File: src/hdl/assert_macros.svh
// Assertion macros shared by the light gate timer RTL.
// No dependencies; included by the modules that carry assertions.
`ifndef ASSERT_MACROS_SVH
`define ASSERT_MACROS_SVH
`ifndef SYNTHESIS
`define LGIT_ASSERT_NOW(lbl, clk, rst_n, ante, cons) \
    lbl: assert property (@(posedge clk) disable iff (!rst_n) (ante) |-> (cons)) \
        else $error("light gate timer assertion failed");
`define LGIT_ASSERT_NEXT(lbl, clk, rst_n, ante, cons) \
    lbl: assert property (@(posedge clk) disable iff (!rst_n) (ante) |=> (cons)) \
        else $error("light gate timer assertion failed");
`else
`define LGIT_ASSERT_NOW(lbl, clk, rst_n, ante, cons)
`define LGIT_ASSERT_NEXT(lbl, clk, rst_n, ante, cons)
`endif
`endif

File: src/hdl/lgit_pkg.sv
// Types, constants and helper functions of the light gate interval timer.
// No dependencies; used by the core, lgit_ctrl and the testbench.
`default_nettype none

package lgit_pkg;

    localparam int TIMER_W = 16;
    localparam int CFG_W   = 16;
    localparam int CMP_W   = (TIMER_W > CFG_W) ? TIMER_W : CFG_W;
    localparam int CFG_IDX_W = 2;

    localparam logic [CFG_IDX_W-1:0] CFG_CHECK_TIMEOUT = 2'd0;
    localparam logic [CFG_IDX_W-1:0] CFG_REARM_WINDOW  = 2'd1;
    localparam logic [CFG_IDX_W-1:0] CFG_RESET_HOLD    = 2'd2;

    localparam logic [CFG_W-1:0] CHECK_TIMEOUT_RST = 16'd5000;
    localparam logic [CFG_W-1:0] REARM_WINDOW_RST  = 16'd1000;
    localparam logic [CFG_W-1:0] RESET_HOLD_RST    = 16'd3000;

    localparam logic [9:0] MS_MAX  = 10'd999;
    localparam logic [5:0] SEC_MAX = 6'd59;
    localparam logic [6:0] MIN_MAX = 7'd99;

    typedef enum logic [2:0] {
        PH_CHECK1 = 3'd0,
        PH_CHECK2 = 3'd1,
        PH_FAULT  = 3'd2,
        PH_ARMED  = 3'd3,
        PH_WINDOW = 3'd4,
        PH_WAIT2  = 3'd5,
        PH_DONE   = 3'd6
    } t_phase;

    typedef logic [TIMER_W-1:0] t_timer;

    typedef struct packed {
        logic tick_ms;
        logic gate1_edge;
        logic gate2_edge;
        logic button_level;
    } t_item;

    typedef struct packed {
        logic [CFG_W-1:0] check_timeout;
        logic [CFG_W-1:0] rearm_window;
        logic [CFG_W-1:0] reset_hold;
    } t_cfg;

    typedef struct packed {
        logic [6:0] minutes;
        logic [5:0] seconds;
        logic [9:0] millis;
    } t_time;

    typedef struct packed {
        t_phase phase;
        logic   sensor_fault;
        logic   result_valid;
        t_time  elapsed;
    } t_result;

    function automatic t_timer sat_inc(input t_timer v);
        return (v == '1) ? v : v + t_timer'(1);
    endfunction

    function automatic logic reached(input t_timer t, input logic [CFG_W-1:0] c);
        return CMP_W'(t) >= CMP_W'(c);
    endfunction

    function automatic t_time advance_time(input t_time t);
        t_time r;
        r = t;
        if (t.minutes >= MIN_MAX && t.seconds >= SEC_MAX && t.millis >= MS_MAX) begin
            r = t;
        end else if (t.millis < MS_MAX) begin
            r.millis = t.millis + 10'd1;
        end else begin
            r.millis = '0;
            if (t.seconds < SEC_MAX) begin
                r.seconds = t.seconds + 6'd1;
            end else begin
                r.seconds = '0;
                if (t.minutes < MIN_MAX) begin
                    r.minutes = t.minutes + 7'd1;
                end
            end
        end
        return r;
    endfunction

endpackage

`default_nettype wire

File: src/hdl/lgit_in_if.sv
// Input channel of the light gate timer: valid, ready and one sensor word.
// Depends on nothing.
`default_nettype none

interface lgit_in_if;
    logic valid;
    logic ready;
    logic tick_ms;
    logic gate1_edge;
    logic gate2_edge;
    logic button_level;

    modport source (output valid, tick_ms, gate1_edge, gate2_edge, button_level,
                    input ready);
    modport sink (input valid, tick_ms, gate1_edge, gate2_edge, button_level,
                  output ready);
endinterface

`default_nettype wire

File: src/hdl/lgit_out_if.sv
// Output channel of the light gate timer: valid, ready and one status word.
// Depends on nothing.
`default_nettype none

interface lgit_out_if;
    logic       valid;
    logic       ready;
    logic [2:0] phase;
    logic       sensor_fault;
    logic       result_valid;
    logic [6:0] minutes;
    logic [5:0] seconds;
    logic [9:0] millis;

    modport source (output valid, phase, sensor_fault, result_valid, minutes, seconds,
                    millis, input ready);
    modport sink (input valid, phase, sensor_fault, result_valid, minutes, seconds,
                  millis, output ready);
endinterface

`default_nettype wire

File: src/hdl/light_gate_interval_timer_core.sv
// Top level of the light gate interval timer: channels, configuration, output register.
// Depends on lgit_pkg, lgit_in_if, lgit_out_if, lgit_ctrl and assert_macros.svh.
//
// Use: every sensor word on i_in_ch carries the 1 ms tick flag, the edge flags of
// both light barriers and the button level. For every accepted word the block
// returns exactly one status word on o_out_ch: phase, sensor fault flag, a flag
// that marks the word completing a measurement, and the elapsed minutes, seconds
// and milliseconds.
// The status word is registered: the one for a sensor word accepted at one edge is
// valid after that edge. One word is accepted every cycle while the output
// register is empty or being read in the same cycle; the phase, timer and time
// registers update in the cycle of acceptance.
// When the receiver stalls, the status word is held in the output register and
// i_in_ch.ready falls until the word is taken.
// Synchronous reset puts the block in the sensor-1 self test with all timers and
// time counters at zero and loads the configuration defaults of 5000, 1000 and
// 3000 ms. Unused indices are ignored. Write configuration through i_cfg_we, i_cfg_idx
// and i_cfg_data only while no word is in flight; the block does not enforce this.
`default_nettype none
`include "assert_macros.svh"

module light_gate_interval_timer_core (
    input  wire logic                               i_clk,
    input  wire logic                               i_rst_n,
    input  wire logic                               i_cfg_we,
    input  wire logic [lgit_pkg::CFG_IDX_W-1:0]     i_cfg_idx,
    input  wire logic [lgit_pkg::CFG_W-1:0]         i_cfg_data,
    lgit_in_if.sink                                 i_in_ch,
    lgit_out_if.source                              o_out_ch
);

    lgit_pkg::t_cfg    r_cfg;
    lgit_pkg::t_item   item;
    lgit_pkg::t_result res;
    lgit_pkg::t_result r_out_data;
    logic              r_out_valid;
    logic              in_ready;
    logic              accept;

    always_ff @(posedge i_clk) begin
        if (!i_rst_n) begin
            r_cfg.check_timeout <= lgit_pkg::CHECK_TIMEOUT_RST;
            r_cfg.rearm_window  <= lgit_pkg::REARM_WINDOW_RST;
            r_cfg.reset_hold    <= lgit_pkg::RESET_HOLD_RST;
        end else if (i_cfg_we) begin
            unique case (i_cfg_idx)
                lgit_pkg::CFG_CHECK_TIMEOUT: r_cfg.check_timeout <= i_cfg_data;
                lgit_pkg::CFG_REARM_WINDOW:  r_cfg.rearm_window  <= i_cfg_data;
                lgit_pkg::CFG_RESET_HOLD:    r_cfg.reset_hold    <= i_cfg_data;
                default: ;
            endcase
        end
    end

    assign in_ready        = !r_out_valid || o_out_ch.ready;
    assign accept          = i_in_ch.valid && in_ready;
    assign i_in_ch.ready   = in_ready;

    assign item.tick_ms      = i_in_ch.tick_ms;
    assign item.gate1_edge   = i_in_ch.gate1_edge;
    assign item.gate2_edge   = i_in_ch.gate2_edge;
    assign item.button_level = i_in_ch.button_level;

    lgit_ctrl u_ctrl (
        .i_clk   (i_clk),
        .i_rst_n (i_rst_n),
        .i_step  (accept),
        .i_item  (item),
        .i_cfg   (r_cfg),
        .o_res   (res)
    );

    always_ff @(posedge i_clk) begin
        if (!i_rst_n) begin
            r_out_valid <= 1'b0;
        end else if (accept) begin
            r_out_valid <= 1'b1;
        end else if (o_out_ch.ready) begin
            r_out_valid <= 1'b0;
        end
    end

    always_ff @(posedge i_clk) begin
        if (accept) begin
            r_out_data <= res;
        end
    end

    assign o_out_ch.valid        = r_out_valid;
    assign o_out_ch.phase        = r_out_data.phase;
    assign o_out_ch.sensor_fault = r_out_data.sensor_fault;
    assign o_out_ch.result_valid = r_out_data.result_valid;
    assign o_out_ch.minutes      = r_out_data.elapsed.minutes;
    assign o_out_ch.seconds      = r_out_data.elapsed.seconds;
    assign o_out_ch.millis       = r_out_data.elapsed.millis;

    `LGIT_ASSERT_NEXT(a_accept_fills, i_clk, i_rst_n, accept, r_out_valid)
    `LGIT_ASSERT_NOW(a_empty_ready, i_clk, i_rst_n, !r_out_valid, in_ready)
    `LGIT_ASSERT_NOW(a_result_done, i_clk, i_rst_n,
        r_out_valid && r_out_data.result_valid,
        r_out_data.phase == lgit_pkg::PH_DONE && !r_out_data.sensor_fault)

endmodule

`default_nettype wire

File: src/hdl/lgit_ctrl.sv
// Phase state machine, timers and elapsed-time counters of the light gate timer.
// Depends on lgit_pkg and assert_macros.svh.
`default_nettype none
`include "assert_macros.svh"

module lgit_ctrl (
    input  wire logic            i_clk,
    input  wire logic            i_rst_n,
    input  wire logic            i_step,
    input  wire lgit_pkg::t_item i_item,
    input  wire lgit_pkg::t_cfg  i_cfg,
    output lgit_pkg::t_result    o_res
);

    lgit_pkg::t_phase r_phase, n_phase;
    lgit_pkg::t_timer r_phase_tmr, n_phase_tmr;
    lgit_pkg::t_timer r_hold_tmr, n_hold_tmr;
    lgit_pkg::t_time  r_time, n_time;
    lgit_pkg::t_time  time_adv;
    lgit_pkg::t_timer phase_tmr_inc;
    logic             restart;
    logic             check_edge;
    logic             done_now;

    always_comb begin
        n_hold_tmr = r_hold_tmr;
        if (i_item.tick_ms) begin
            n_hold_tmr = i_item.button_level ? lgit_pkg::sat_inc(r_hold_tmr) : '0;
        end
    end

    assign restart       = lgit_pkg::reached(n_hold_tmr, i_cfg.reset_hold);
    assign time_adv      = i_item.tick_ms ? lgit_pkg::advance_time(r_time) : r_time;
    assign phase_tmr_inc = i_item.tick_ms ? lgit_pkg::sat_inc(r_phase_tmr) : r_phase_tmr;
    assign check_edge    = (r_phase == lgit_pkg::PH_CHECK1) ? i_item.gate1_edge
                                                            : i_item.gate2_edge;

    // Next phase.
    always_comb begin
        n_phase = r_phase;
        if (restart) begin
            n_phase = lgit_pkg::PH_CHECK1;
        end else begin
            unique case (r_phase)
                lgit_pkg::PH_CHECK1, lgit_pkg::PH_CHECK2: begin
                    if (lgit_pkg::reached(phase_tmr_inc, i_cfg.check_timeout)) begin
                        n_phase = lgit_pkg::PH_FAULT;
                    end else if (check_edge) begin
                        n_phase = (r_phase == lgit_pkg::PH_CHECK1) ? lgit_pkg::PH_CHECK2
                                                                   : lgit_pkg::PH_ARMED;
                    end
                end
                lgit_pkg::PH_FAULT: begin
                    if (i_item.button_level) n_phase = lgit_pkg::PH_CHECK1;
                end
                lgit_pkg::PH_ARMED: begin
                    if (i_item.gate1_edge) n_phase = lgit_pkg::PH_WINDOW;
                end
                lgit_pkg::PH_WINDOW: begin
                    if (!i_item.gate1_edge && i_item.tick_ms &&
                        lgit_pkg::reached(r_phase_tmr, i_cfg.rearm_window)) begin
                        n_phase = lgit_pkg::PH_WAIT2;
                    end
                end
                lgit_pkg::PH_WAIT2: begin
                    if (i_item.gate2_edge) n_phase = lgit_pkg::PH_DONE;
                end
                lgit_pkg::PH_DONE: begin
                    if (i_item.button_level) n_phase = lgit_pkg::PH_ARMED;
                end
                default: n_phase = lgit_pkg::PH_CHECK1;
            endcase
        end
    end

    // Timers, time counters and the completion flag.
    always_comb begin
        n_phase_tmr = r_phase_tmr;
        n_time      = r_time;
        done_now    = 1'b0;
        if (restart) begin
            n_phase_tmr = '0;
            n_time      = '0;
        end else begin
            unique case (r_phase)
                lgit_pkg::PH_CHECK1, lgit_pkg::PH_CHECK2: begin
                    n_phase_tmr = (n_phase != r_phase) ? '0 : phase_tmr_inc;
                end
                lgit_pkg::PH_FAULT, lgit_pkg::PH_DONE: begin
                    if (i_item.button_level) n_phase_tmr = '0;
                end
                lgit_pkg::PH_ARMED: begin
                    if (i_item.gate1_edge) begin
                        n_phase_tmr = '0;
                        n_time      = '0;
                    end
                end
                lgit_pkg::PH_WINDOW: begin
                    n_time = time_adv;
                    if (i_item.gate1_edge || n_phase != r_phase) begin
                        n_phase_tmr = '0;
                    end else begin
                        n_phase_tmr = phase_tmr_inc;
                    end
                end
                lgit_pkg::PH_WAIT2: begin
                    n_time   = time_adv;
                    done_now = i_item.gate2_edge;
                end
                default: begin
                    n_phase_tmr = '0;
                    n_time      = '0;
                end
            endcase
        end
    end

    always_ff @(posedge i_clk) begin
        if (!i_rst_n) begin
            r_phase     <= lgit_pkg::PH_CHECK1;
            r_phase_tmr <= '0;
            r_hold_tmr  <= '0;
            r_time      <= '0;
        end else if (i_step) begin
            r_phase     <= n_phase;
            r_phase_tmr <= n_phase_tmr;
            r_hold_tmr  <= restart ? '0 : n_hold_tmr;
            r_time      <= n_time;
        end
    end

    always_comb begin
        o_res.phase        = n_phase;
        o_res.sensor_fault = (n_phase == lgit_pkg::PH_FAULT);
        o_res.result_valid = done_now;
        o_res.elapsed      = n_time;
    end

    `LGIT_ASSERT_NEXT(a_restart_clears, i_clk, i_rst_n, i_step && restart,
        r_phase == lgit_pkg::PH_CHECK1 && r_hold_tmr == '0 && r_time == '0)
    `LGIT_ASSERT_NOW(a_done_from_wait2, i_clk, i_rst_n, done_now,
        r_phase == lgit_pkg::PH_WAIT2 && !restart)
    `LGIT_ASSERT_NOW(a_time_in_range, i_clk, i_rst_n, 1'b1,
        r_time.millis <= lgit_pkg::MS_MAX && r_time.seconds <= lgit_pkg::SEC_MAX &&
        r_time.minutes <= lgit_pkg::MIN_MAX)
    `LGIT_ASSERT_NEXT(a_idle_holds, i_clk, i_rst_n, !i_step,
        $stable(r_phase) && $stable(r_time) && $stable(r_hold_tmr))

endmodule

`default_nettype wire

File: src/flat_wrapper.sv
// flat-port wrapper written by rule: the top's interface ports become plain ports
module light_gate_interval_timer_core_flat 
  (i_clk, i_rst_n, i_cfg_we, i_cfg_idx, i_cfg_data, i_in_ch_valid, i_in_ch_tick_ms, i_in_ch_gate1_edge, i_in_ch_gate2_edge, i_in_ch_button_level, i_in_ch_ready, o_out_ch_valid, o_out_ch_phase, o_out_ch_sensor_fault, o_out_ch_result_valid, o_out_ch_minutes, o_out_ch_seconds, o_out_ch_millis, o_out_ch_ready);
  lgit_in_if i_in_ch_i ();
  lgit_out_if o_out_ch_i ();
  input  wire logic i_clk;
  input  wire logic i_rst_n;
  input  wire logic i_cfg_we;
  input  wire logic [lgit_pkg::CFG_IDX_W-1:0] i_cfg_idx;
  input  wire logic [lgit_pkg::CFG_W-1:0] i_cfg_data;
  input wire logic [$bits(i_in_ch_i.valid)-1:0] i_in_ch_valid;
  input wire logic [$bits(i_in_ch_i.tick_ms)-1:0] i_in_ch_tick_ms;
  input wire logic [$bits(i_in_ch_i.gate1_edge)-1:0] i_in_ch_gate1_edge;
  input wire logic [$bits(i_in_ch_i.gate2_edge)-1:0] i_in_ch_gate2_edge;
  input wire logic [$bits(i_in_ch_i.button_level)-1:0] i_in_ch_button_level;
  output wire logic [$bits(i_in_ch_i.ready)-1:0] i_in_ch_ready;
  output wire logic [$bits(o_out_ch_i.valid)-1:0] o_out_ch_valid;
  output wire logic [$bits(o_out_ch_i.phase)-1:0] o_out_ch_phase;
  output wire logic [$bits(o_out_ch_i.sensor_fault)-1:0] o_out_ch_sensor_fault;
  output wire logic [$bits(o_out_ch_i.result_valid)-1:0] o_out_ch_result_valid;
  output wire logic [$bits(o_out_ch_i.minutes)-1:0] o_out_ch_minutes;
  output wire logic [$bits(o_out_ch_i.seconds)-1:0] o_out_ch_seconds;
  output wire logic [$bits(o_out_ch_i.millis)-1:0] o_out_ch_millis;
  input wire logic [$bits(o_out_ch_i.ready)-1:0] o_out_ch_ready;
  assign i_in_ch_i.valid = i_in_ch_valid;
  assign i_in_ch_i.tick_ms = i_in_ch_tick_ms;
  assign i_in_ch_i.gate1_edge = i_in_ch_gate1_edge;
  assign i_in_ch_i.gate2_edge = i_in_ch_gate2_edge;
  assign i_in_ch_i.button_level = i_in_ch_button_level;
  assign i_in_ch_ready = i_in_ch_i.ready;
  assign o_out_ch_valid = o_out_ch_i.valid;
  assign o_out_ch_phase = o_out_ch_i.phase;
  assign o_out_ch_sensor_fault = o_out_ch_i.sensor_fault;
  assign o_out_ch_result_valid = o_out_ch_i.result_valid;
  assign o_out_ch_minutes = o_out_ch_i.minutes;
  assign o_out_ch_seconds = o_out_ch_i.seconds;
  assign o_out_ch_millis = o_out_ch_i.millis;
  assign o_out_ch_i.ready = o_out_ch_ready;
  light_gate_interval_timer_core u_core (.i_clk(i_clk), .i_rst_n(i_rst_n), .i_cfg_we(i_cfg_we), .i_cfg_idx(i_cfg_idx), .i_cfg_data(i_cfg_data), .i_in_ch(i_in_ch_i), .o_out_ch(o_out_ch_i));
endmodule
File: config.mk
export PLATFORM = sky130hd
export DESIGN_NAME = light_gate_interval_timer_core_flat
export DESIGN_NICKNAME = d
export VERILOG_FILES = /design/src/hdl/lgit_pkg.sv /design/src/hdl/lgit_in_if.sv /design/src/hdl/lgit_out_if.sv /design/src/hdl/light_gate_interval_timer_core.sv /design/src/hdl/lgit_ctrl.sv /design/src/flat_wrapper.sv
export VERILOG_INCLUDE_DIRS = /design/src /design/src/hdl
export SDC_FILE = /design/constraint.sdc
export NUM_CORES = 1
export LEC_CHECK = 0
export BUFFER_PORTS_ARGS = -buffer_cell sky130_fd_sc_hd__buf_2
export CORE_MARGIN = 2
export CORE_UTILIZATION = 35
export CTS_CLUSTER_DIAMETER = 100
export CTS_CLUSTER_SIZE = 28
export DETAILED_ROUTE_END_ITERATION = 12
export PLACE_DENSITY_LB_ADDON = 0.2
export SLEW_MARGIN = 40
export SYNTH_ARGS = -nofsm -noshare
export SYNTH_HDL_FRONTEND = slang
export SYNTH_SLANG_ARGS = --single-unit
File: constraint.sdc
create_clock -name i_clk -period 9.7 [get_ports i_clk]
set_clock_uncertainty 0.15 [all_clocks]
set_input_delay 1.455 -clock i_clk [delete_from_list [all_inputs] [get_ports i_clk]]
set_output_delay 1.455 -clock i_clk [all_outputs]
set_load 0.01 [all_outputs]
==> results of run 1 <==
metrics by stage:
stage          instances  instance area, sq um
6_report            1282                  8800
3_3_place_gp        1249                  8180
4_1_cts             1281                  8790
3_5_place_dp        1249                  8190
2_1_floorplan        949                  7690
5_1_grt             1282                  8800
power by group:
part / total, uW / internal, uW / switching, uW / leakage [uW]
sequential: 594 / 588 / 6.38 / 0.00115
combinational: 93.6 / 28.9 / 64.7 / 0.00203
clock: 671 / 407 / 265 / 0.000297
total: 1360 / 1020 / 336 / 0.00348
cell type report:
class                      instances  area [sq um]
antenna                            1          2.50
clock buffer                      18           429
clock inverter                    14           174
fill                            2171         12900
inverter                          61           231
multi-input combinational        710          4290
sequential                       135          2980
tap                              280           350
timing repair buffer              63           337
placed cells by master (no fill, tap or decap), types with 4 or more instances in the layout:
master,count
a21boi_0,4
a21o_1,9
a21oi_1,96
a21oi_2,4
a22o_1,5
a22oi_1,18
a31oi_1,13
a32oi_1,4
and2_1,6
and3_1,10
and4_1,7
buf_2,56
buf_4,6
clkbuf_16,17
clkinv_4,5
dfxtp_1,107
edfxtp_1,28
ha_1,53
inv_1,58
nand2_1,176
nand2b_1,5
nand3_1,28
nand4_1,17
nor2_1,85
nor2b_1,10
nor3_1,13
o211ai_1,21
o21ai_0,33
o21ai_1,5
o31ai_1,5
or2_2,9
or3_1,5
xnor2_1,5
xor2_1,8
state kept, by name, summed over array words and instances (netlist names), 3 cells and up:
signal / count
u_core.o_out_ch.minutes: 7
u_core.o_out_ch.millis: 10
u_core.o_out_ch.seconds: 6
u_core.u_ctrl.r_hold_tmr: 16
u_core.u_ctrl.r_phase: 3
u_core.u_ctrl.r_time: 23
u_core.r_cfg: 48
u_core.u_ctrl.r_phase_tmr: 16
u_core.o_out_ch.phase: 3
per-layer routing:
layer  GRT usage  part of all wire  up-vias
li1            -                 -     3434
met4      0.0530             0.017        0
met3      0.0313             0.038       22
met1       0.245              0.50     3119
met2       0.279              0.44      154
met5           0                 0        -
kinds of logic after synthesis:
group / Yosys count
fa+ha+maj: 54
flops: 135
simple gates: 396
compound gates: 242
buf+inv: 104
mux: 5
xor+xnor: 13
final timing paths:
kind / startpoint / depth (start not counted) / end / slack (ns)
worst min register to register: u_core.r_cfg[46]$_SDFFE_PN0P_ / 2 / u_core.r_cfg[46]$_SDFFE_PN0P_ / 0.30
worst max-delay path: i_in_ch_tick_ms / 14 / u_core.u_ctrl.r_phase_tmr[8]$_SDFFE_PN0P_ / 4.13
worst min-delay path: u_core.r_cfg[46]$_SDFFE_PN0P_ / 2 / u_core.r_cfg[46]$_SDFFE_PN0P_ / 0.30
worst max register to register: u_core.u_ctrl.r_phase_tmr[3]$_SDFFE_PN0P_ / 17 / u_core.u_ctrl.r_phase_tmr[8]$_SDFFE_PN0P_ / 4.79
worst max-delay path, stage by stage:
cell      delay (ns)
buf_2           0.35
clkinv_1        0.44
nor2_1          0.75
nor2_1          0.17
ha_1            0.33
a21o_1          0.18
a31oi_1         0.15
o21ai_0         0.15
nand3_1         0.12
and3_1          0.59
o211ai_1        0.25
a21oi_4         0.49
a21boi_0        0.25
a21o_1          0.10
==> impl_metrics.py, run 1 <==
metrics = {
    "worst_setup_path": {
        "critical_path_required_ns": 9.92,
        "cp.arrival_ns": 5.78,
        "cp_max_fo": 19,
        "cp-start-kind": "input pin",
        "end_kind": "register",
        "criticalPathCategory": "input pin to register",
    },
    "logic_synthesis": {
        "ys_async_sr_fraction": 0,
        "ys_types": 75,
        "yosys-mux-area-fraction": 0.00683,
        "ys.warnings.count": 0,
        "netlist_area_sq_mm": 0.00769,
        "ys_seq_elements": 135,
        "yosys.area.top_type": "dfxtp_1",
        "synth_fp_nets": 1029,
        "synth_area_leaders": "dfxtp_1 (28%), edfxtp_1 (11%), ha_1 (8.6%)",
        "synth_commonest_cells": "nand2_1 (176), dfxtp_1 (107), a21oi_1 (96)",
        "synthAdderAreaFrac": 0.0876,
        "synth_edf_count": 28,
        "syn_area_per_cell_sq_um": 8.10,
        "synth_top_area_frac": 0.279,
        "synth_ff_type": "dfxtp_1",
        "yosys.area_share.simple": 0.243,
        "synth.most_common_cell": "nand2_1",
        "yosysSeqAreaShare": 0.388,
        "synth_top_family_by_area": "simple AND/OR/NAND/NOR gates",
        "synth_compound_area_frac": 0.205,
        "synthXorXnorAreaFrac": 0.0148,
        "syn_inst": 949,
    },
    "timing": {
        "maxSlewViolCount": 0,
        "hold_viol": 0,
        "finalSetupViolations": 0,
        "setup_ws_ns": 4.13,
        "fin_crit_ns": 5.57,
        "rsz0062_at_grt": "no",
        "min_period_over_period": 0.574,
        "worst_pin_slew_ns": 0.810,
        "timing.hold.ws_ns": 0.303,
        "tns_ns": 0,
        "slew-limit-headroom": 0.458,
        "fmax_ghz": 0.180,
    },
    "route": {
        "ant_nets": 0,
        "vias": 6729,
        "drtIter0Drc": 386,
        "wl_per_cell_um": 15.7,
        "first_pass_iters": 5,
        "drt_wl_total_um": 20100,
        "via_per_inst": 5.25,
        "drc": 0,
    },
    "grt": {
        "antenna_found_initial": 1,
        "grt_pass1_wl_um": 33300,
        "overflow": 0,
        "grt_max_degree": 72,
        "first_global_vias": 6344,
        "grt_usage": 0.176,
    },
    "power": {
        "power_uw": 1360,
        "p_per_area_mw_per_mm2": 154,
        "power.leakage_uw": 0.00348,
        "ir_worst_vdd_uv": 117,
    },
    "clocking": {
        "clk_path_buf_depth": 2,
        "numCtsBuffers": 17,
        "root_buffer": "clkbuf_16",
        "cts_tree": "done",
        "post_cts_buffers": 0,
        "cts-resized-gates": 0,
        "h-tree-depth": 4,
        "clk_pin_slew_worst_paths_ns": 0.06,
        "clock_sinks": 135,
        "clk_latency_ns": 0.43,
        "hold_buffers": 0,
    },
    "floorplan": {
        "fp.dieArea_sq_mm": 0.0232,
        "core_sq_mm": 0.0217,
        "rows": 54,
        "start_util": 0.355,
        "io_pins": 57,
        "die_width_um": 152,
        "die_h_um": 152,
    },
    "placed_design": {
        "gp_congestion": 0.842,
        "hpwlAfterDp_um": 14300,
        "portBuffers": 56,
        "pre_cts_ws_ns": 3.75,
    },
    "hold_path": {
        "hp-class": "register to register",
    },
    "cells_and_area": {
        "area_growth_pct": 14.5,
        "drive_gt1_frac": 0.133,
        "nNetsFinal": 1068,
        "final_util": 0.406,
    },
    "status": {
        "status": "finished clean",
    },
    "run": {
        "drv_cap": 0,
    },
}
No activity file was read; power rests on OpenSTA's default activity.
==> run 2, diff against run 1 <==
==> constraint.sdc (replaced) <==
create_clock -name i_clk -period 5.5 [get_ports i_clk]
set_clock_uncertainty 0.15 [all_clocks]
set_input_delay 0.825 -clock i_clk [delete_from_list [all_inputs] [get_ports i_clk]]
set_output_delay 0.825 -clock i_clk [all_outputs]
set_load 0.01 [all_outputs]
==> run 2 against run 1 <==
- die area is the same
- sequential power increased by 77%
- non-clock buffer count grew 5
- power is 74% higher
- via count decreased by 1.0%
- global-route usage is 0.13 points higher
- critical path depth up 3
- largest cell class unchanged
- utilization grew 0.075 points
- combinational power up 81%
==> impl_metrics.py, run 2 (same netlist as run 1, synthesis figures left out) <==
metrics = {
    "status": {
        "status": "finished clean",
    },
    "placed_design": {
        "portBuffers": 56,
        "placedCellCount": 1254,
        "hpwlAfterDp_um": 14400,
        "gp_congestion": 0.794,
    },
    "worst_setup_path": {
        "cp_max_fo": 19,
        "r2r_start": "u_core.u_ctrl.r_phase_tmr[3]$_SDFFE_PN0P_",
        "r2r_slack_ns": 0.79,
        "rr_worst_depth": 17,
        "criticalPathCategory": "register to register",
        "critical_path_required_ns": 5.73,
        "end_kind": "register",
        "cp-start-kind": "register",
        "endpoint": "u_core.u_ctrl.r_phase_tmr[10]$_SDFFE_PN0P_",
        "cp.arrival_ns": 4.94,
        "timing.rr.end": "u_core.u_ctrl.r_phase_tmr[10]$_SDFFE_PN0P_",
        "critPathLaunch": "u_core.u_ctrl.r_phase_tmr[3]$_SDFFE_PN0P_",
    },
    "clocking": {
        "clock_sinks": 135,
        "numCtsBuffers": 17,
        "clk_latency_ns": 0.43,
        "clk_path_buf_depth": 2,
        "root_buffer": "clkbuf_16",
        "clk_pin_slew_worst_paths_ns": 0.06,
        "post_cts_buffers": 0,
        "hold_buffers": 0,
        "cts_tree": "done",
        "cts-resized-gates": 0,
        "h-tree-depth": 4,
    },
    "cells_and_area": {
        "multiInputGateArea_sq_mm": 0.00429,
        "seq_area_sq_mm": 0.00298,
        "nFillCells": 2250,
        "largestRegisters": "u_core.r_cfg: 48 flops, u_core.u_ctrl.r_time: 23 flops",
        "layout_common_cells": "nand2_1 (176), dfxtp_1 (107), a21oi_1 (96)",
        "fin_cells": 1286,
        "drive_gt1_frac": 0.136,
        "diodes": 0,
        "area_growth_pct": 14.7,
        "final_util": 0.406,
        "nNetsFinal": 1073,
        "layout_commonest_cell": "nand2_1",
        "largest_register": "u_core.r_cfg",
        "largest_reg_flops": 48,
    },
    "route": {
        "ant_nets": 0,
        "vias": 6662,
        "wl_per_cell_um": 15.7,
        "drt_wl_total_um": 20300,
        "drtIter0Drc": 420,
        "via_per_inst": 5.18,
        "first_pass_iters": 5,
        "drc": 0,
    },
    "timing": {
        "hold_viol": 0,
        "maxSlewViolCount": 0,
        "fmax_ghz": 0.212,
        "tns_ns": 0,
        "timing.hold.ws_ns": 0.305,
        "rsz0062_at_grt": "no",
        "finalSetupViolations": 0,
        "slew-limit-headroom": 0.485,
        "worst_pin_slew_ns": 0.772,
        "fin_crit_ns": 4.71,
        "min_period_over_period": 0.857,
    },
    "power": {
        "power.leakage_uw": 0.00349,
        "p_per_area_mw_per_mm2": 268,
        "ir_worst_vdd_uv": 213,
    },
    "grt": {
        "grt_usage": 0.177,
        "grt_pass1_wl_um": 33200,
        "first_global_vias": 6262,
        "overflow": 0,
        "antenna_found_initial": 0,
        "grt_max_degree": 50,
    },
    "floorplan": {
        "rows": 54,
        "die_width_um": 152,
        "core_sq_mm": 0.0217,
        "start_util": 0.355,
        "fp.dieArea_sq_mm": 0.0232,
        "die_h_um": 152,
        "io_pins": 57,
    },
    "hold_path": {
        "hp-class": "register to register",
    },
    "run": {
        "drv_cap": 0,
    },
}
run 2: worst min-delay path by stage:
stage | from | endpoint | slack [ns] | cells after the start
after floorplan | u_core.r_cfg[10]$_SDFFE_PN0P_ | u_core.r_cfg[10]$_SDFFE_PN0P_ | 0.29 | 2
after global placement | u_core.r_cfg[17]$_SDFFE_PN0P_ | u_core.r_cfg[17]$_SDFFE_PN0P_ | 0.29 | 2
after global routing | u_core.r_cfg[45]$_SDFFE_PN0P_ | u_core.r_cfg[45]$_SDFFE_PN0P_ | 0.33 | 2
after detailed placement | u_core.r_cfg[28]$_SDFFE_PN0P_ | u_core.r_cfg[28]$_SDFFE_PN0P_ | 0.30 | 2
final | u_core.r_cfg[45]$_SDFFE_PN0P_ | u_core.r_cfg[45]$_SDFFE_PN0P_ | 0.30 | 2
after CTS | u_core.r_cfg[28]$_SDFFE_PN0P_ | u_core.r_cfg[28]$_SDFFE_PN0P_ | 0.31 | 2
run 2: area by class of cell:
type / count / share of cell area
Multi-Input combinational cell: 710 / 0.487
Tap cell: 280 / 0.0397
Timing Repair Buffer: 68 / 0.0434
Clock inverter: 14 / 0.0172
Clock buffer: 18 / 0.0487
Inverter: 61 / 0.0260
Sequential cell: 135 / 0.338
run 2: worst max-delay path, stage by stage (launching register included):
cell,delay [ns]
dfxtp_1,0.49
and4_1,0.28
and3_2,0.26
nand4_4,0.13
o31ai_4,0.38
nor2_1,0.19
and3_1,0.22
or2_1,0.21
ha_1,0.29
a211oi_1,0.24
nor2_1,0.09
o31ai_1,0.22
nand4_1,0.25
a21oi_1,0.28
o211ai_1,0.16
a21oi_4,0.48
a21boi_0,0.25
a21o_1,0.10
run 2: power breakdown:
part / internal, uW / switching (uW) / leakage [uW]
sequential: 1040 / 11.8 / 0.00115
combinational: 53.4 / 115 / 0.00206
clock: 672 / 470 / 0.000288
total: 1760 / 597 / 0.00349
run 2: layer usage:
metal  GRT usage  part of all wire  up-vias
li1            -                 -     3439
met3      0.0338             0.034       14
met5           0                 0        -
met2       0.279              0.45       96
met1       0.251              0.51     3113
met4      0.0463             0.012        0
run 2: metrics by stage:
| step | power (uW) | setup slack [ns] | instance area, sq um |
|---|---|---|---|
| after floorplan | 1170 | 1.42 | 7690 |
| after global placement | 1240 | 0.799 | 8230 |
| after detailed placement | 1240 | 0.842 | 8230 |
| after CTS | 2380 | 0.808 | 8810 |
| after global routing | 2450 | 0.289 | 8820 |
| final | 2360 | 0.788 | 8820 |
==> run 3, diff against run 2 <==
--- a/config.mk
+++ b/config.mk
@@ -6,7 +6,8 @@
 export SDC_FILE = /design/constraint.sdc
 export NUM_CORES = 1
 export LEC_CHECK = 0
-export BUFFER_PORTS_ARGS = -buffer_cell sky130_fd_sc_hd__buf_2
+export ABC_AREA = 1
+export BUFFER_PORTS_ARGS = -buffer_cell sky130_fd_sc_hd__clkbuf_2
 export CORE_MARGIN = 2
 export CORE_UTILIZATION = 35
 export CTS_CLUSTER_DIAMETER = 100
==> run 3 against run 2 <==
- first-iteration DRC count grew 25%
- utilization shrank 0.23 points
- critical endpoint is now u_core.u_ctrl.r_phase_tmr[4]$_SDFFE_PN0P_
- power grew 14%
- largest cell class unchanged
- synthesized cell count grew 26%
- clock power is essentially flat
- sequential power grew 6%
- wire length grew 10%
- global-route usage grew 0.21 points
- cell count grew 21%
- count of clock-buffer cells in the layout shrank 1
- maximum frequency grew 12%
- register-to-register slack gained 0.50 ns
- highest routed layer unchanged
==> impl_metrics.py, run 3 <==
metrics = {
    "status": {
        "status": "finished clean",
    },
    "worst_setup_path": {
        "critical_path_required_ns": 5.68,
        "cp.arrival_ns": 4.40,
        "cp_max_fo": 17,
        "end_kind": "register",
        "cp-start-kind": "register",
        "criticalPathCategory": "register to register",
    },
    "logic_synthesis": {
        "yosysSeqAreaShare": 0.352,
        "ys_seq_elements": 135,
        "netlist_area_sq_mm": 0.00848,
        "synth_ff_type": "dfxtp_1",
        "yosys.area.top_type": "dfxtp_1",
        "synth_commonest_cells": "nand2_1 (244), inv_1 (161), o21ai_0 (109)",
        "synth_edf_count": 28,
        "synth_top_area_frac": 0.253,
        "synth_fp_nets": 1276,
        "ys_types": 49,
        "syn_area_per_cell_sq_um": 7.09,
        "syn_inst": 1196,
        "synth.most_common_cell": "nand2_1",
        "synth_area_leaders": "dfxtp_1 (25%), nand2_1 (11%), edfxtp_1 (9.9%)",
        "ys.warnings.count": 0,
        "ys_async_sr_fraction": 0,
    },
    "power": {
        "p_per_area_mw_per_mm2": 281,
        "comb_power_share": 0.151,
        "swShare": 0.300,
        "power_frac_seq": 0.415,
        "p_int_uw": 1880,
        "power.leakage_uw": 0.00431,
        "p_switching_uw": 803,
        "ir_worst_vdd_uv": 187,
        "clock_power_share": 0.434,
    },
    "timing": {
        "tns_ns": 0,
        "maxSlewViolCount": 0,
        "rsz0062_at_grt": "no",
        "finalSetupViolations": 0,
        "fin_crit_ns": 4.22,
        "fmax_ghz": 0.237,
        "min_period_over_period": 0.767,
        "slew-limit-headroom": 0.463,
        "timing.hold.ws_ns": 0.310,
        "worst_pin_slew_ns": 0.806,
        "hold_viol": 0,
    },
    "route": {
        "vias": 7676,
        "via_per_inst": 4.93,
        "ant_nets": 0,
        "first_pass_iters": 5,
        "drc": 0,
        "drt_wl_total_um": 22300,
        "wl_per_cell_um": 14.3,
        "drtIter0Drc": 527,
    },
    "clocking": {
        "clk_latency_ns": 0.43,
        "post_cts_buffers": 0,
        "clk_path_buf_depth": 2,
        "numCtsBuffers": 17,
        "cts_tree": "done",
        "hold_buffers": 0,
        "cts-resized-gates": 0,
        "clock_sinks": 135,
        "clk_pin_slew_worst_paths_ns": 0.07,
        "h-tree-depth": 4,
        "root_buffer": "clkbuf_16",
    },
    "floorplan": {
        "rows": 56,
        "die_width_um": 160,
        "fp.dieArea_sq_mm": 0.0255,
        "start_util": 0.359,
        "io_pins": 57,
        "core_sq_mm": 0.0236,
        "die_h_um": 160,
    },
    "run": {
        "drv_cap": 0,
    },
    "cells_and_area": {
        "diodes": 0,
        "layout_common_cells": "nand2_1 (244), inv_1 (161), o21ai_0 (109)",
        "largest_reg_flops": 48,
        "nNetsFinal": 1306,
        "largest_register": "u_core.r_cfg",
        "largestRegisters": "u_core.r_cfg: 48 flops, u_core.u_ctrl.r_time: 23 flops",
        "drive_gt1_frac": 0.126,
        "area_growth_pct": 12.6,
        "layout_commonest_cell": "nand2_1",
        "seq_area_sq_mm": 0.00298,
        "multiInputGateArea_sq_mm": 0.00455,
        "nFillCells": 2543,
    },
    "grt": {
        "antenna_found_initial": 0,
        "grt_usage": 0.179,
        "first_global_vias": 7085,
        "overflow": 0,
        "grt_max_degree": 75,
        "grt_pass1_wl_um": 37100,
    },
    "placed_design": {
        "hpwlAfterDp_um": 16200,
        "portBuffers": 56,
        "gp_congestion": 0.846,
    },
    "hold_path": {
        "hp-class": "register to register",
    },
}
[run 3: cell types whose count changed after synthesis, sizes merged, moves of 9 or more]
| cell | delta |
|---|---|
| and3 | -11 |
| o21ai | +84 |
| nor2b | -10 |
| a22oi | -12 |
| xor2 | +14 |
| nand2 | +80 |
| inv | +121 |
| a21oi | +10 |
| or2 | -9 |
| a31oi | -12 |
| nand3 | +33 |
| nand4 | +9 |
[run 3: logic make-up after synthesis]
group | count (synthesis) | share of synthesized area
AO/OA/AOI/OAI | 276 | 0.181
XOR/XNOR | 25 | 0.0258
buffers and inverters | 236 | 0.112
AND/OR/NAND/NOR | 471 | 0.252
flip-flops | 135 | 0.352
adder cells (fa/ha/maj) | 53 | 0.0782
[run 3: final timing paths]
check	startpoint	end	slack, ns	cells after the start
max reg2reg	u_core.u_ctrl.r_hold_tmr[0]$_SDFFE_PN0P_	u_core.u_ctrl.r_phase_tmr[4]$_SDFFE_PN0P_	1.28	18
min reg2reg	u_core.r_cfg[20]$_SDFFE_PN0P_	u_core.r_cfg[20]$_SDFFE_PN0P_	0.31	2
max	u_core.u_ctrl.r_hold_tmr[0]$_SDFFE_PN0P_	u_core.u_ctrl.r_phase_tmr[4]$_SDFFE_PN0P_	1.28	18
min	u_core.r_cfg[20]$_SDFFE_PN0P_	u_core.r_cfg[20]$_SDFFE_PN0P_	0.31	2
[run 3: power groups by stage]
stage	Sequential, uW	Clock, uW	Combinational [uW]
floorplan	1130	0	291
detailed placement	1130	0	403
finish	1110	1160	404
CTS	1110	1190	407
global placement	1130	0	401
global route	1120	1230	466
[run 3: worst max-delay path, stage by stage (launching register included)]
cell and delay (ns):
dfxtp_1 0.46, nand2_1 0.08, nor2_1 0.31, nand2_1 0.16
nor3_1 0.30, nand3_1 0.14, xor2_1 0.17, o21ai_0 0.15
inv_1 0.09, ha_1 0.32, a21oi_1 0.15, o21ai_0 0.12
nor2_2 0.16, nand3_4 0.19, nor2_4 0.40, nand2_2 0.31
nor2_1 0.18, nand4_1 0.11, a21oi_1 0.16
[run 3: per-layer routing]
layer | part of all wire | track usage | vias up
met2 | 0.44 | 0.280 | 178
met1 | 0.50 | 0.251 | 3460
li1 | - | - | 4012
met3 | 0.046 | 0.0361 | 26
met4 | 0.014 | 0.0525 | 0
met5 | 0 | 0 | -
[run 3: final cells by class]
| type | instances | area share |
|---|---|---|
| clock buffer | 17 | 0.0446 |
| clock inverter | 15 | 0.0172 |
| inverter | 184 | 0.0725 |
| multi-input combinational | 825 | 0.477 |
| sequential | 135 | 0.313 |
| tap | 319 | 0.0418 |
| timing repair buffer | 63 | 0.0349 |
[run 3: per-stage QoR]
stage | power, uW | std cells | util | area, sq um | setup slack [ns]
6_report | 2680 | 1558 | 0.404 | 9540 | 1.28
5_1_grt | 2810 | 1558 | 0.404 | 9540 | 0.839
4_1_cts | 2710 | 1558 | 0.404 | 9540 | 1.31
3_5_place_dp | 1540 | 1526 | 0.379 | 8950 | 1.21
3_3_place_gp | 1530 | 1526 | 0.379 | 8950 | 1.25
2_1_floorplan | 1420 | 1196 | - | 8480 | 2.01
